==> src/hdl/pfe_pkg.sv <==
`default_nettype none
// ----------------------------------------------------------------------------
// pfe_pkg
// Shared types and constants of the postfix expression evaluator: character
// codes, command format passed from front to back, error codes, FSM states.
// ----------------------------------------------------------------------------
package pfe_pkg;

  localparam int SYM_W       = 8;
  localparam int DATA_W      = 32;
  localparam int ERR_W       = 2;
  localparam int DIGIT_W     = 4;
  localparam int OUT_TDATA_W = 40;
  localparam int OUT_PAD_W   = OUT_TDATA_W - DATA_W - ERR_W;
  localparam int DIV_CNT_W   = $clog2(DATA_W);

  // command queue between front and back
  localparam int CMDQ_DEPTH = 4;
  localparam int CMDQ_AW    = $clog2(CMDQ_DEPTH);

  // ASCII codes recognised by the front end
  localparam logic [SYM_W-1:0] CH_PLUS  = 8'h2B;
  localparam logic [SYM_W-1:0] CH_MINUS = 8'h2D;
  localparam logic [SYM_W-1:0] CH_STAR  = 8'h2A;
  localparam logic [SYM_W-1:0] CH_SLASH = 8'h2F;
  localparam logic [SYM_W-1:0] CH_CARET = 8'h5E;
  localparam logic [SYM_W-1:0] CH_ZERO  = 8'd48;
  localparam logic [SYM_W-1:0] CH_NINE  = 8'd57;

  typedef enum logic [ERR_W-1:0] {
    ERR_NONE      = 2'd0,
    ERR_OVERFLOW  = 2'd1,
    ERR_UNDERFLOW = 2'd2,
    ERR_DIVZERO   = 2'd3
  } err_code_t;

  typedef enum logic [1:0] {
    KIND_IGNORE,
    KIND_DIGIT,
    KIND_OP
  } kind_t;

  typedef enum logic [2:0] {
    OP_ADD,
    OP_SUB,
    OP_MUL,
    OP_DIV,
    OP_XOR
  } op_t;

  typedef struct packed {
    kind_t               kind;
    op_t                 op;
    logic [DIGIT_W-1:0]  digit;
    logic                last;
  } cmd_t;

  typedef enum logic [2:0] {
    ST_FETCH,
    ST_POP_R,
    ST_POP_L,
    ST_EXEC,
    ST_DIV_WAIT,
    ST_PUSH,
    ST_FINAL,
    ST_EMIT
  } back_state_t;

  // keep only the first error of an expression
  function automatic err_code_t note_error(input err_code_t cur, input err_code_t code);
    return (cur == ERR_NONE) ? code : cur;
  endfunction

endpackage
`default_nettype wire

==> src/hdl/pfe_front.sv <==
`default_nettype none
// ----------------------------------------------------------------------------
// pfe_front
// Accepts characters, decodes them into digit / operator commands and drops
// ignorable characters unless they close the expression.
// ----------------------------------------------------------------------------
module pfe_front (
  input  wire logic                      clk,
  input  wire logic                      rst,
  input  wire logic [pfe_pkg::SYM_W-1:0] s_tdata,
  input  wire logic                      s_tvalid,
  output logic                           s_tready,
  input  wire logic                      s_tlast,
  output pfe_pkg::cmd_t                  cmd,
  output logic                           cmd_valid,
  input  wire logic                      cmd_ready
);
  import pfe_pkg::*;

  cmd_t cmd_dec;
  logic keep;

  // decode one character
  always_comb begin
    cmd_dec.kind  = KIND_IGNORE;
    cmd_dec.op    = OP_ADD;
    cmd_dec.digit = s_tdata[DIGIT_W-1:0];  // '0'..'9' carry the value in the low nibble
    cmd_dec.last  = s_tlast;
    priority if (s_tdata >= CH_ZERO && s_tdata <= CH_NINE) begin
      cmd_dec.kind = KIND_DIGIT;
    end else begin
      unique case (s_tdata)
        CH_PLUS: begin
          cmd_dec.kind = KIND_OP;
          cmd_dec.op   = OP_ADD;
        end
        CH_MINUS: begin
          cmd_dec.kind = KIND_OP;
          cmd_dec.op   = OP_SUB;
        end
        CH_STAR: begin
          cmd_dec.kind = KIND_OP;
          cmd_dec.op   = OP_MUL;
        end
        CH_SLASH: begin
          cmd_dec.kind = KIND_OP;
          cmd_dec.op   = OP_DIV;
        end
        CH_CARET: begin
          cmd_dec.kind = KIND_OP;
          cmd_dec.op   = OP_XOR;
        end
        default: cmd_dec.kind = KIND_IGNORE;
      endcase
    end
  end

  // an ignored character matters only when it ends the expression
  assign keep     = (cmd_dec.kind != KIND_IGNORE) || s_tlast;
  assign s_tready = !cmd_valid || cmd_ready;

  // output stage towards the command queue
  always_ff @(posedge clk) begin
    if (rst) begin
      cmd_valid <= 1'b0;
    end else if (s_tready) begin
      cmd_valid <= s_tvalid && keep;
    end
  end

  always_ff @(posedge clk) begin
    if (s_tvalid && s_tready) begin
      cmd <= cmd_dec;
    end
  end

endmodule
`default_nettype wire

==> src/hdl/pfe_fifo.sv <==
`default_nettype none
// ----------------------------------------------------------------------------
// pfe_fifo
// Short command queue decoupling the decoder from the stack engine.
// ----------------------------------------------------------------------------
module pfe_fifo (
  input  wire logic          clk,
  input  wire logic          rst,
  input  wire pfe_pkg::cmd_t wr_data,
  input  wire logic          wr_valid,
  output logic               wr_ready,
  output pfe_pkg::cmd_t      rd_data,
  output logic               rd_valid,
  input  wire logic          rd_ready
);
  import pfe_pkg::*;

  localparam logic [CMDQ_AW:0] CNT_FULL = (CMDQ_AW+1)'(CMDQ_DEPTH);
  localparam logic [CMDQ_AW:0] CNT_ONE  = (CMDQ_AW+1)'(1);
  localparam logic [CMDQ_AW-1:0] PTR_ONE = CMDQ_AW'(1);

  cmd_t               slots [CMDQ_DEPTH];
  logic [CMDQ_AW-1:0] wr_ptr;
  logic [CMDQ_AW-1:0] rd_ptr;
  logic [CMDQ_AW:0]   count;
  logic               wr_fire;
  logic               rd_fire;

  assign wr_ready = (count != CNT_FULL);
  assign rd_valid = (count != '0);
  assign rd_data  = slots[rd_ptr];
  assign wr_fire  = wr_valid && wr_ready;
  assign rd_fire  = rd_valid && rd_ready;

  // pointers and fill level
  always_ff @(posedge clk) begin
    if (rst) begin
      wr_ptr <= '0;
      rd_ptr <= '0;
      count  <= '0;
    end else begin
      if (wr_fire) wr_ptr <= wr_ptr + PTR_ONE;
      if (rd_fire) rd_ptr <= rd_ptr + PTR_ONE;
      unique case ({wr_fire, rd_fire})
        2'b10:   count <= count + CNT_ONE;
        2'b01:   count <= count - CNT_ONE;
        default: count <= count;
      endcase
    end
  end

  // storage
  always_ff @(posedge clk) begin
    if (wr_fire) begin
      slots[wr_ptr] <= wr_data;
    end
  end

endmodule
`default_nettype wire

==> src/hdl/pfe_div.sv <==
`default_nettype none
// ----------------------------------------------------------------------------
// pfe_div
// Signed 32-bit divider, truncating toward zero. Restoring, one quotient bit
// per cycle on magnitudes, then a sign fix step. Divisor must be non-zero.
// ----------------------------------------------------------------------------
module pfe_div (
  input  wire logic                       clk,
  input  wire logic                       rst,
  input  wire logic                       start,
  input  wire logic [pfe_pkg::DATA_W-1:0] dividend,
  input  wire logic [pfe_pkg::DATA_W-1:0] divisor,
  output logic                            done,
  output logic [pfe_pkg::DATA_W-1:0]      quotient
);
  import pfe_pkg::*;

  localparam logic [DIV_CNT_W-1:0] CNT_LAST = DIV_CNT_W'(DATA_W - 1);
  localparam logic [DIV_CNT_W-1:0] CNT_ONE  = DIV_CNT_W'(1);

  logic                 busy;
  logic                 fix;
  logic                 neg;
  logic [DIV_CNT_W-1:0] cnt;
  logic [DATA_W-1:0]    mb;
  logic [DATA_W-1:0]    rem;
  logic [DATA_W-1:0]    quo;
  logic [DATA_W:0]      rem_sh;
  logic [DATA_W:0]      diff;
  logic                 ge;

  // one restoring step
  always_comb begin
    rem_sh = {rem, quo[DATA_W-1]};
    diff   = rem_sh - {1'b0, mb};
    ge     = !diff[DATA_W];
  end

  // sequencing
  always_ff @(posedge clk) begin
    if (rst) begin
      busy <= 1'b0;
      fix  <= 1'b0;
      done <= 1'b0;
    end else begin
      done <= 1'b0;
      if (start) begin
        busy <= 1'b1;
      end else if (busy && cnt == CNT_LAST) begin
        busy <= 1'b0;
        fix  <= 1'b1;
      end else if (fix) begin
        fix  <= 1'b0;
        done <= 1'b1;
      end
    end
  end

  // datapath
  always_ff @(posedge clk) begin
    if (start) begin
      neg <= dividend[DATA_W-1] ^ divisor[DATA_W-1];
      mb  <= divisor[DATA_W-1] ? (DATA_W'(0) - divisor) : divisor;
      quo <= dividend[DATA_W-1] ? (DATA_W'(0) - dividend) : dividend;
      rem <= '0;
      cnt <= '0;
    end else if (busy) begin
      rem <= ge ? diff[DATA_W-1:0] : rem_sh[DATA_W-1:0];
      quo <= {quo[DATA_W-2:0], ge};
      cnt <= cnt + CNT_ONE;
    end
    if (fix) begin
      quotient <= neg ? (DATA_W'(0) - quo) : quo;
    end
  end

endmodule
`default_nettype wire

==> src/hdl/pfe_back.sv <==
`default_nettype none
// ----------------------------------------------------------------------------
// pfe_back
// Stack engine: operand stack memory, sequencer for push / pop / operate,
// ALU with multiplier, divider hand-off and result output register.
// ----------------------------------------------------------------------------
module pfe_back #(
  parameter int STACK_DEPTH = 32
) (
  input  wire logic                            clk,
  input  wire logic                            rst,
  input  wire pfe_pkg::cmd_t                   cmd,
  input  wire logic                            cmd_valid,
  output logic                                 cmd_ready,
  output logic                                 div_start,
  output logic [pfe_pkg::DATA_W-1:0]           div_dividend,
  output logic [pfe_pkg::DATA_W-1:0]           div_divisor,
  input  wire logic                            div_done,
  input  wire logic [pfe_pkg::DATA_W-1:0]      div_quotient,
  output logic [pfe_pkg::OUT_TDATA_W-1:0]      m_tdata,
  output logic                                 m_tvalid,
  input  wire logic                            m_tready
);
  import pfe_pkg::*;

  localparam int ADDR_W = $clog2(STACK_DEPTH);
  localparam int TOP_W  = $clog2(STACK_DEPTH + 1);
  localparam logic [TOP_W-1:0] TOP_FULL = TOP_W'(STACK_DEPTH);
  localparam logic [TOP_W-1:0] TOP_ONE  = TOP_W'(1);

  back_state_t       state;
  back_state_t       state_next;
  logic [TOP_W-1:0]  top;
  logic [TOP_W-1:0]  top_dec;
  err_code_t         sticky;
  cmd_t              cur;
  logic [DATA_W-1:0] right;
  logic [DATA_W-1:0] res;
  logic [DATA_W-1:0] rd_data;
  logic [DATA_W-1:0] popped;
  logic [DATA_W-1:0] alu;
  logic              had;
  logic              out_free;
  logic              pop_req;
  logic              pop_ok;
  logic              push_req;
  logic              push_ok;
  logic              emit;
  logic              div_zero;

  logic [DATA_W-1:0] stack_mem [STACK_DEPTH];

  assign top_dec  = top - TOP_ONE;
  assign out_free = !m_tvalid || m_tready;
  // value of the last pop: -1 when the stack was empty
  assign popped   = had ? rd_data : '1;
  assign div_zero = (right == '0);

  // next state
  always_comb begin
    state_next = state;
    unique case (state)
      ST_FETCH: begin
        if (cmd_valid) begin
          unique case (cmd.kind)
            KIND_DIGIT: state_next = ST_PUSH;
            KIND_OP:    state_next = ST_POP_R;
            default:    state_next = cmd.last ? ST_FINAL : ST_FETCH;
          endcase
        end
      end
      ST_POP_R:    state_next = ST_POP_L;
      ST_POP_L:    state_next = ST_EXEC;
      ST_EXEC:     state_next = (cur.op == OP_DIV && !div_zero) ? ST_DIV_WAIT : ST_PUSH;
      ST_DIV_WAIT: state_next = div_done ? ST_PUSH : ST_DIV_WAIT;
      ST_PUSH:     state_next = cur.last ? ST_FINAL : ST_FETCH;
      ST_FINAL:    state_next = ST_EMIT;
      ST_EMIT:     state_next = out_free ? ST_FETCH : ST_EMIT;
      default:     state_next = ST_FETCH;
    endcase
  end

  // control outputs of the sequencer
  always_comb begin
    cmd_ready = (state == ST_FETCH);
    pop_req   = (state == ST_POP_R) || (state == ST_POP_L) || (state == ST_FINAL);
    pop_ok    = pop_req && (top != '0);
    push_req  = (state == ST_PUSH);
    push_ok   = push_req && (top != TOP_FULL);
    emit      = (state == ST_EMIT) && out_free;
    div_start = (state == ST_EXEC) && (cur.op == OP_DIV) && !div_zero;
  end

  assign div_dividend = popped;
  assign div_divisor  = right;

  // ALU: left operand comes straight from the stack read register
  always_comb begin
    unique case (cur.op)
      OP_ADD:  alu = popped + right;
      OP_SUB:  alu = popped - right;
      OP_MUL:  alu = popped * right;
      OP_XOR:  alu = popped ^ right;
      default: alu = '0;  // division result arrives from the divider
    endcase
  end

  // control registers
  always_ff @(posedge clk) begin
    if (rst) begin
      state    <= ST_FETCH;
      top      <= '0;
      sticky   <= ERR_NONE;
      m_tvalid <= 1'b0;
    end else begin
      state <= state_next;
      priority if (emit)    top <= '0;
      else if (pop_ok)      top <= top_dec;
      else if (push_ok)     top <= top + TOP_ONE;
      else                  top <= top;

      priority if (emit)
        sticky <= ERR_NONE;
      else if (pop_req && !pop_ok)
        sticky <= note_error(sticky, ERR_UNDERFLOW);
      else if (state == ST_EXEC && cur.op == OP_DIV && div_zero)
        sticky <= note_error(sticky, ERR_DIVZERO);
      else if (push_req && !push_ok)
        sticky <= note_error(sticky, ERR_OVERFLOW);
      else
        sticky <= sticky;

      if (emit)          m_tvalid <= 1'b1;
      else if (m_tready) m_tvalid <= 1'b0;
    end
  end

  // operand stack
  always_ff @(posedge clk) begin
    if (push_ok) begin
      stack_mem[top[ADDR_W-1:0]] <= res;
    end
    if (pop_ok) begin
      rd_data <= stack_mem[top_dec[ADDR_W-1:0]];
    end
  end

  // datapath registers
  always_ff @(posedge clk) begin
    if (pop_req) had <= pop_ok;
    if (state == ST_FETCH && cmd_valid) begin
      cur <= cmd;
      res <= DATA_W'(cmd.digit);
    end
    if (state == ST_POP_L) right <= popped;
    if (state == ST_EXEC) res <= alu;
    if (state == ST_DIV_WAIT && div_done) res <= div_quotient;
    if (emit) m_tdata <= {{OUT_PAD_W{1'b0}}, sticky, popped};
  end

endmodule
`default_nettype wire

==> src/hdl/postfix_expression_evaluator.sv <==
`default_nettype none
// ----------------------------------------------------------------------------
// postfix_expression_evaluator
// Evaluates postfix expressions arriving one character per request.
// ----------------------------------------------------------------------------
// Input channel s_*: one ASCII character per request in s_tdata; s_tlast
// closes the expression after that character. Digits push 0..9, + - * / ^
// operate on the two top operands (^ is exclusive or), other characters
// are dropped by the decoder unless they close the expression.
// Output channel m_*: one request per expression carrying the final value
// and the first error (none, overflow, underflow, divide by zero).
// The decoder and the stack engine are split by a four-entry command
// queue, so characters keep flowing while the engine works.
// Engine steps per character: a digit is fetched and pushed; + - * ^ are
// fetched, pop right and left operands, execute and push; / also waits on
// the 32-step divider (setup, steps, sign fix); the end marker adds the
// final pop and emit, which an ignored end character needs on its own.
// Once earlier work has drained, the end marker reaches m_tvalid through the
// decoder register, the queue, its engine steps and the output register.
// Reset empties the stack, the queue and the output register.
// When the receiver stalls, the result is held; the engine runs on to its
// next result, waits there, and the queue then fills before s_tready drops.
// ----------------------------------------------------------------------------
module postfix_expression_evaluator #(
  parameter int STACK_DEPTH = 32
) (
  input  wire logic        clk,
  input  wire logic        rst,
  input  wire logic [7:0]  s_tdata,   // [7:0] symbol
  input  wire logic        s_tvalid,
  output logic             s_tready,
  input  wire logic        s_tlast,   // end_of_expr
  output logic [39:0]      m_tdata,   // [31:0] value, [33:32] error_code, rest zero
  output logic             m_tvalid,
  input  wire logic        m_tready
);
  import pfe_pkg::*;

  cmd_t              f_cmd;
  logic              f_valid;
  logic              f_ready;
  cmd_t              q_cmd;
  logic              q_valid;
  logic              q_ready;
  logic              div_start;
  logic              div_done;
  logic [DATA_W-1:0] div_dividend;
  logic [DATA_W-1:0] div_divisor;
  logic [DATA_W-1:0] div_quotient;

  // character decoder
  pfe_front u_front (
    .clk       (clk),
    .rst       (rst),
    .s_tdata   (s_tdata),
    .s_tvalid  (s_tvalid),
    .s_tready  (s_tready),
    .s_tlast   (s_tlast),
    .cmd       (f_cmd),
    .cmd_valid (f_valid),
    .cmd_ready (f_ready)
  );

  // command queue
  pfe_fifo u_fifo (
    .clk      (clk),
    .rst      (rst),
    .wr_data  (f_cmd),
    .wr_valid (f_valid),
    .wr_ready (f_ready),
    .rd_data  (q_cmd),
    .rd_valid (q_valid),
    .rd_ready (q_ready)
  );

  // stack engine
  pfe_back #(
    .STACK_DEPTH (STACK_DEPTH)
  ) u_back (
    .clk          (clk),
    .rst          (rst),
    .cmd          (q_cmd),
    .cmd_valid    (q_valid),
    .cmd_ready    (q_ready),
    .div_start    (div_start),
    .div_dividend (div_dividend),
    .div_divisor  (div_divisor),
    .div_done     (div_done),
    .div_quotient (div_quotient),
    .m_tdata      (m_tdata),
    .m_tvalid     (m_tvalid),
    .m_tready     (m_tready)
  );

  // iterative divider
  pfe_div u_div (
    .clk      (clk),
    .rst      (rst),
    .start    (div_start),
    .dividend (div_dividend),
    .divisor  (div_divisor),
    .done     (div_done),
    .quotient (div_quotient)
  );

  // engine never restarts the divider while waiting on it
  a_div_no_restart: assert property (@(posedge clk) disable iff (rst)
    div_start |=> !div_start)
    else $error("divider restarted back to back");

  // a finishing division never overlaps a new one
  a_div_done_alone: assert property (@(posedge clk) disable iff (rst)
    div_done |-> !div_start)
    else $error("divider started while delivering a quotient");

  // no result survives reset
  a_out_clear: assert property (@(posedge clk)
    rst |=> !m_tvalid)
    else $error("result valid straight after reset");

endmodule
`default_nettype wire
==> config.mk <==
export PLATFORM = sky130hd
export DESIGN_NAME = postfix_expression_evaluator
export DESIGN_NICKNAME = d
export VERILOG_FILES = /design/src/hdl/pfe_pkg.sv /design/src/hdl/pfe_front.sv /design/src/hdl/pfe_fifo.sv /design/src/hdl/pfe_div.sv /design/src/hdl/pfe_back.sv /design/src/hdl/postfix_expression_evaluator.sv
export SDC_FILE = /design/constraint.sdc
export NUM_CORES = 2
export LEC_CHECK = 0
export BUFFER_PORTS_ARGS = -buffer_cell sky130_fd_sc_hd__buf_2
export CORE_MARGIN = 3
export CORE_UTILIZATION = 45
export DETAILED_ROUTE_END_ITERATION = 8
export GPL_TIMING_DRIVEN = 0
export HOLD_SLACK_MARGIN = 0.05
export SYNTH_ARGS = -nofsm -noshare
export SYNTH_HDL_FRONTEND = slang
export SYNTH_HIERARCHICAL = 1
export SYNTH_SLANG_ARGS = --single-unit
==> constraint.sdc <==
create_clock -name clk -period 7.8 [get_ports clk]
set_clock_uncertainty 0.05 [all_clocks]
set_input_delay 1.17 -clock clk [delete_from_list [all_inputs] [get_ports clk]]
set_output_delay 1.17 -clock clk [all_outputs]
set_load 0.01 [all_outputs]
Word-level counts from Yosys, hierarchy flattened --
Memory sizes are Yosys's and may differ from the RTL's. A register that Yosys moved wholly into a read port is not among the register bits. Index checks and enable logic that the tools add are counted. Widths: inputs -> output; s select.
Word-level totals: memories kept 2, bits in writable memories 1064, output and inout port bits 42, input bits 13, word-level logic and storage cells 160, bits in registers 270
Operators by class: mux-type cells 43, $mul 1, add/subtract/negate cells 13, $lt $le $gt $ge 2, reductions and logical operators 45, bitwise gates (word level) 2, equality and inequality tests 24
Memories:
- u_back.stack_mem | depth 32, bits a word 32, read ports 1, clocked after Yosys merged registers in 1, write ports 1, RTL line pfe_back.sv:51 | logic [DATA_W-1:0] stack_mem [STACK_DEPTH];
- u_fifo.slots | depth 4, bits a word 10, read ports 1, clocked after Yosys merged registers in 1, write ports 1, RTL line pfe_fifo.sv:22 | cmd_t slots [CMDQ_DEPTH];
Operators by type and width (number):
- $mux 32 | 9
- $pmux 32 s4 | 1
- $sub 1x32->32 const A | 3
- $sub 33x32->33 | 1
- $add 32x32->32 | 1
- $eq 8x6->1 const B | 4
- $logic_not 32->1 | 1
- $mul 32x32->32 | 1
- $sub 32x32->32 | 1
- $xor 32x32->32 | 1
- $mux 31 | 1
- $pmux 3 s8 | 1
- $mux 2 | 10
- $logic_and 1x1->1 | 16
- $eq 3x3->1 const B | 5
- $eq 3x2->1 const B | 4
- $mux 1 | 12
- $mux 3 | 4
- $mux 6 | 2
- $pmux 3 s2 | 2
- $pmux 3 s4 | 1
- $reduce_bool 2->1 | 6
- $reduce_bool 3->1 | 3
- $eq 8x7->1 const B | 1
- 25 further kinds | 39

Depth between registers and ports, before layout --
depth after elaboration 8, mapped depth 30, gate-level depth less buffers 27

Hierarchy --
Netlist, hierarchy kept.
Modules (own cells, without submodules):
- pfe_back | area each 62980.4 um2, instances 1, cells an instance 4036, seq. area each 35043.6 um2
- pfe_div | area each 8652.0 um2, instances 1, cells an instance 903, seq. area each 3713.6 um2
- pfe_fifo | area each 1934.4 um2, instances 1, cells an instance 104, seq. area each 1381.3 um2
- pfe_front | area each 479.2 um2, instances 1, cells an instance 32, seq. area each 320.3 um2

Worst setup path before layout --
Ideal clock, no wire load.
kind register to register, start point register u_back.had, end point register u_back.res[31] (data pin), path slack 0.044 ns, data required time 7.477 ns, setup time 0.273 ns, clock period less this slack 7.756 ns, path buffers 4, stages on the path, launching flop included 28, data arrival time 7.433 ns, path through edfxtp_1 buf_1 nand2b_1 clkbuf_1 clkbuf_1 and2_1 fa_1 fa_1 fa_1 inv_1 fa_1 inv_1 fa_1 fa_1 fa_1 fa_1 ha_1 clkbuf_1 nand4_1 nor2_1 nand3_1 o21ai_0 a31oi_1 a2111oi_0 nor4_1 nor3_1 xnor2_1 o211ai_1
On the way: cells in the longest elaborated chain, start to end 5, elaborated cells between the ends (all ways) 8, classes of those cells add/sub (2); mul (1); mux (4); bitwise (1)
Ends and longest elaborated chain:
- start: declaration | RTL line pfe_back.sv:42 | logic had;
- start signal: assignment | RTL line pfe_back.sv:150 | if (pop_req) had <= pop_ok;
- $mux 32 (*) | RTL line pfe_back.sv:56 | assign popped = had ? rd_data : '1;
- named net div_dividend[16] | RTL line postfix_expression_evaluator.sv:47 | logic [DATA_W-1:0] div_dividend;
- $mul 32x32->32, or another cell as far along | RTL line pfe_back.sv:102 | OP_MUL: alu = popped * right;
- $pmux 32 s4 (*) | RTL line pfe_back.sv:99 | unique case (cur.op)
- $mux 32 (*) | RTL line pfe_back.sv:156 | if (state == ST_EXEC) res <= alu;
- $mux 32 (*) | RTL line pfe_back.sv:157 | if (state == ST_DIV_WAIT && div_done) res <= div_quotient;
- end signal: assignment | RTL line pfe_back.sv:153 | res <= DATA_W'(cmd.digit);
- end signal: assignment | RTL line pfe_back.sv:156
- end signal: assignment | RTL line pfe_back.sv:157
- end: declaration | RTL line pfe_back.sv:38 | logic [DATA_W-1:0] res;
Mark *: on every way through the listed nets, which the timed path passes. The rest lies on a longest branch. A chain may end at the register's enable or synchronous reset.

Final worst setup path --
start point register u_back.right[21], in the netlist u_back/div_divisor[21], end point register u_back.res[31] (data pin)
On the way: cells in the longest elaborated chain, start to end 4, elaborated cells between the ends (all ways) 6, classes of those cells add/sub (2); mul (1); mux (3)
Ends and longest elaborated chain:
- start: declaration | RTL line pfe_back.sv:37 | logic [DATA_W-1:0] right;
- start signal: assignment | RTL line pfe_back.sv:155 | if (state == ST_POP_L) right <= popped;
- $mul 32x32->32, or another cell as far along | RTL line pfe_back.sv:102
- $pmux 32 s4 (*) | RTL line pfe_back.sv:99
- $mux 32 (*) | RTL line pfe_back.sv:156
- $mux 32 (*) | RTL line pfe_back.sv:157
Every way passes the cells marked *; elsewhere a longest branch is shown, timed or not.

==> flow_summary_export.csv <==
group,metric,value,unit
status,outcome,"finished, violations left",
logic_synthesis,synth_top_family_by_area,"adder cells",
sta,max_freq,123,MHz
clocking,root_buffer,"clkbuf_16",
routing,first_iter_violations,4753,
worst_hold_path,worstHoldEndpoint,"u_back/m_tdata[33]",
clocking,clockBufferDepth,3,
logic_synthesis,synth_mux_area_frac,0.109,
clocking,cts_tree,"done",
critical_path,rr_worst_depth,25,
logic_synthesis,avgSynthCellArea,14.6,um2
worst_hold_path,hold_start,"u_back/sticky[1]",
routing,wl_per_cell,28.5,um
place,dpl.hpwl,156000,um
final_layout,area_delta_synth_final,16.3,%
sta,whs,0.418,ns
place,pre_cts_slack,-3.04,ns
logic_synthesis,synth_fa_ha_area_frac,0.148,
logic_synthesis,yosys.area_share.simple,0.0775,
logic_synthesis,synth_flop_cell,"edfxtp_1",
logic_synthesis,yosys_warnings,6,
floorplanning,dieArea,169000,um2
floorplanning,io_pins,55,
clocking,clk_pin_slew_worst_paths,0.06,ns
clocking,htreeDepth,4,
status,violations,"negative setup slack",
logic_synthesis,synthXorXnorAreaFrac,0.0332,
sta,timing.final.max_slew_violations,0,
floorplanning,die_w,412,um
logic_synthesis,synthArstFlopShare,0,
critical_path,r2r-end,"u_back/res[31]",
sta,timing.final.crit_period,8.14,ns
logic_synthesis,synth_enable_flop_cells,1306,
place,placedInstanceArea,78100,um2
routing,wirelength,221000,um
sta,setup_ws,-0.345,ns
final_layout,final.fill_count,13400,
global_route,grtUsageTotal,0.262,
routing,final_antenna_net_count,0,
routing,drc,0,
place,globalplace.congestion,0.948,
critical_path,rr_startpoint,"u_back/div_divisor[21]",
final_layout,drive_above_1_share,0.210,
logic_synthesis,yosysTopAreaCellShare,0.530,
sta,setup_viol,6,
global_route,grt_overflow_total,0,
final_layout,mostFrequentLayoutCells,"edfxtp_1 (1306), inv_1 (449), fa_1 (378)",
sta,hold_viol_final,0,
global_route,grt_max_degree,38,
clocking,numCtsBuffers,139,
place,port_buffers,48,
sta,grt_setup_unrepaired,"yes",
final_layout,layout_commonest_cell,"edfxtp_1",
critical_path,cp.required,8.26,ns
worst_hold_path,worstHoldPathCells,0,
logic_synthesis,synth_compound_area_frac,0.0477,
sta,relSlewSlack,0.105,
logic_synthesis,synthesis.area,74000,um2
sta,worst_slew_pin_slew,1.34,ns
final_layout,final_nets,6108,
floorplanning,die-height,412,um
logic_synthesis,syn_inst,5075,
routing,first_pass_iters,7,
routing,via_count,45400,
critical_path,arrival,8.60,ns
logic_synthesis,ys_seq_area_frac,0.546,
global_route,grt_pass1_vias,45600,
floorplanning,initial_core_util,0.454,
global_route,antenna_found_initial,13,
clocking,clock_latency,0.76,ns
sta,min_period_over_period,1.04,
flow_run,maxCapViolations,0,
critical_path,critical_path_class,"flop to flop",
critical_path,path_max_fanout,10,
critical_path,worstSetupEndpointType,"flop",
logic_synthesis,ys_ff_latch,1368,
global_route,grt_first_pass_wirelength,320000,um
final_layout,final_area,86100,um2
clocking,cts_sinks,1368,
logic_synthesis,synth_cell_type_count,87,
floorplanning,core-area,163000,um2
critical_path,worst_setup_path_start_kind,"flop",
critical_path,rrSetupSlack,-0.34,ns
final_layout,utilization,0.528,
worst_hold_path,hold_path.class,"flop to flop",
floorplanning,num_rows,148,
logic_synthesis,synth_top_area_cell,"edfxtp_1",
logic_synthesis,synthTopCellsByArea,"edfxtp_1 (53%), fa_1 (11%), mux4_2 (10%)",
routing,viasPerCell,5.85,
[synthesized netlist by cell type, types with 33 or more instances]
cell         n
ha_1       218
nor3_1      35
xor2_1      97
o31ai_1     38
and2_1     311
mux4_2     330
inv_1      465
clkbuf_1   231
edfxtp_1  1306
dfxtp_1     62
a21o_1      33
nor2_1     195
o21ai_0    123
nand2_1    356
fa_1       411
xnor2_1    184
mux2_2      33
a21oi_1    144
nand2b_1    57
[worst max-delay path, cell delays in order, from the launching register on]
cell and delay (ns):
edfxtp_1 0.40, clkbuf_1 0.51, buf_1 0.57, and2_1 0.25
fa_1 0.43, fa_1 0.51, ha_1 0.14, inv_1 0.05
fa_1 0.47, fa_1 0.52, inv_1 0.06, fa_1 0.51
fa_2 0.49, fa_1 0.55, ha_4 0.30, nand4_1 0.23
nor2_2 0.18, nand3_1 0.09, o21ai_1 0.10, a31oi_2 0.06
buf_6 0.15, a2111oi_4 0.41, nor4_2 0.08, nor3_2 0.23
xnor2_1 0.14, o211ai_1 0.40
[worst max-delay path by stage]
stage | slack (ns) | startpoint | end | depth (start not counted)
after floorplan | 0.04 | u_back/had | u_back/res[31] | 27
after global placement | -3.58 | u_back/had | u_back/res[29] | 25
after detailed placement | -3.04 | u_back/had | u_back/res[29] | 25
after CTS | -0.25 | u_back/had | u_back/res[31] | 28
after global routing | -0.40 | u_back/had | u_back/res[25] | 27
final | -0.34 | u_back/div_divisor[21] | u_back/res[31] | 25
[cell families (layout without fill, tap and decap cells)]
group / after synthesis / in the layout
fa+ha+maj: 629 / 629
other cells: 1 / 12
mux: 392 / 392
simple gates: 1128 / 1128
flops: 1368 / 1368
xor+xnor: 281 / 281
buf+inv: 736 / 1235
compound gates: 540 / 540
[flip-flops by register name, summed over array words and instances (netlist names), 2 cells and up, named ones only]
name and count:
u_div/mb 32, u_fifo/slots 40, u_back/cur 4, u_front/cmd 10
u_back/top 6, u_div/quo 32, u_div/rem 32, u_back/m_tdata 34
u_div/quotient 32, u_back/res 32, u_fifo/rd_ptr 2, u_fifo/count 3
u_fifo/wr_ptr 2, u_back/state 3, u_back/stack_mem 1024, u_back/div_divisor 32
u_back/sticky 2, u_back/rd_data 32, u_div/cnt 5
[layout make-up]
| type | instances | area (um2) | share of cell area |
|---|---|---|---|
| sequential | 1368 | 40500 | 0.470 |
| multi-input combinational | 2976 | 32200 | 0.374 |
| clock buffer | 175 | 3770 | 0.0438 |
| tap | 2175 | 2720 | 0.0316 |
| timing repair buffer | 259 | 2430 | 0.0282 |
| buffer | 256 | 1960 | 0.0227 |
| inverter | 466 | 1750 | 0.0203 |
| clock inverter | 79 | 782 | 0.00908 |
| antenna | 6 | 15.0 | 0.000174 |
[what timing repair did]
action,CTS,global route
gates cloned,3,1
setup buffers,137,32
pin swaps,91,61
gates resized for setup,400,103
hold buffers,0,0
endpoints found under the setup margin,23,19
[stage by stage]
stage	TNS, ns	instances
2_1_floorplan	0	5080
3_3_place_gp	-484.02	7303
3_5_place_dp	-44.45	7342
4_1_cts	-1.04	7722
5_1_grt	-2.33	7755
6_report	-1.38	7760
[metal layers]
metal | part of all wire | vias to the layer above | global-route usage
li1 | - | 19200 | -
met1 | 0.40 | 23600 | 0.352
met2 | 0.48 | 2029 | 0.425
met3 | 0.068 | 500 | 0.0362
met4 | 0.053 | 2 | 0.121
met5 | 0.000063 | - | 0
Power is left out: the tool's default activity adds up to more than one toggle a clock period on the data nets, which glitch-free logic cannot reach.
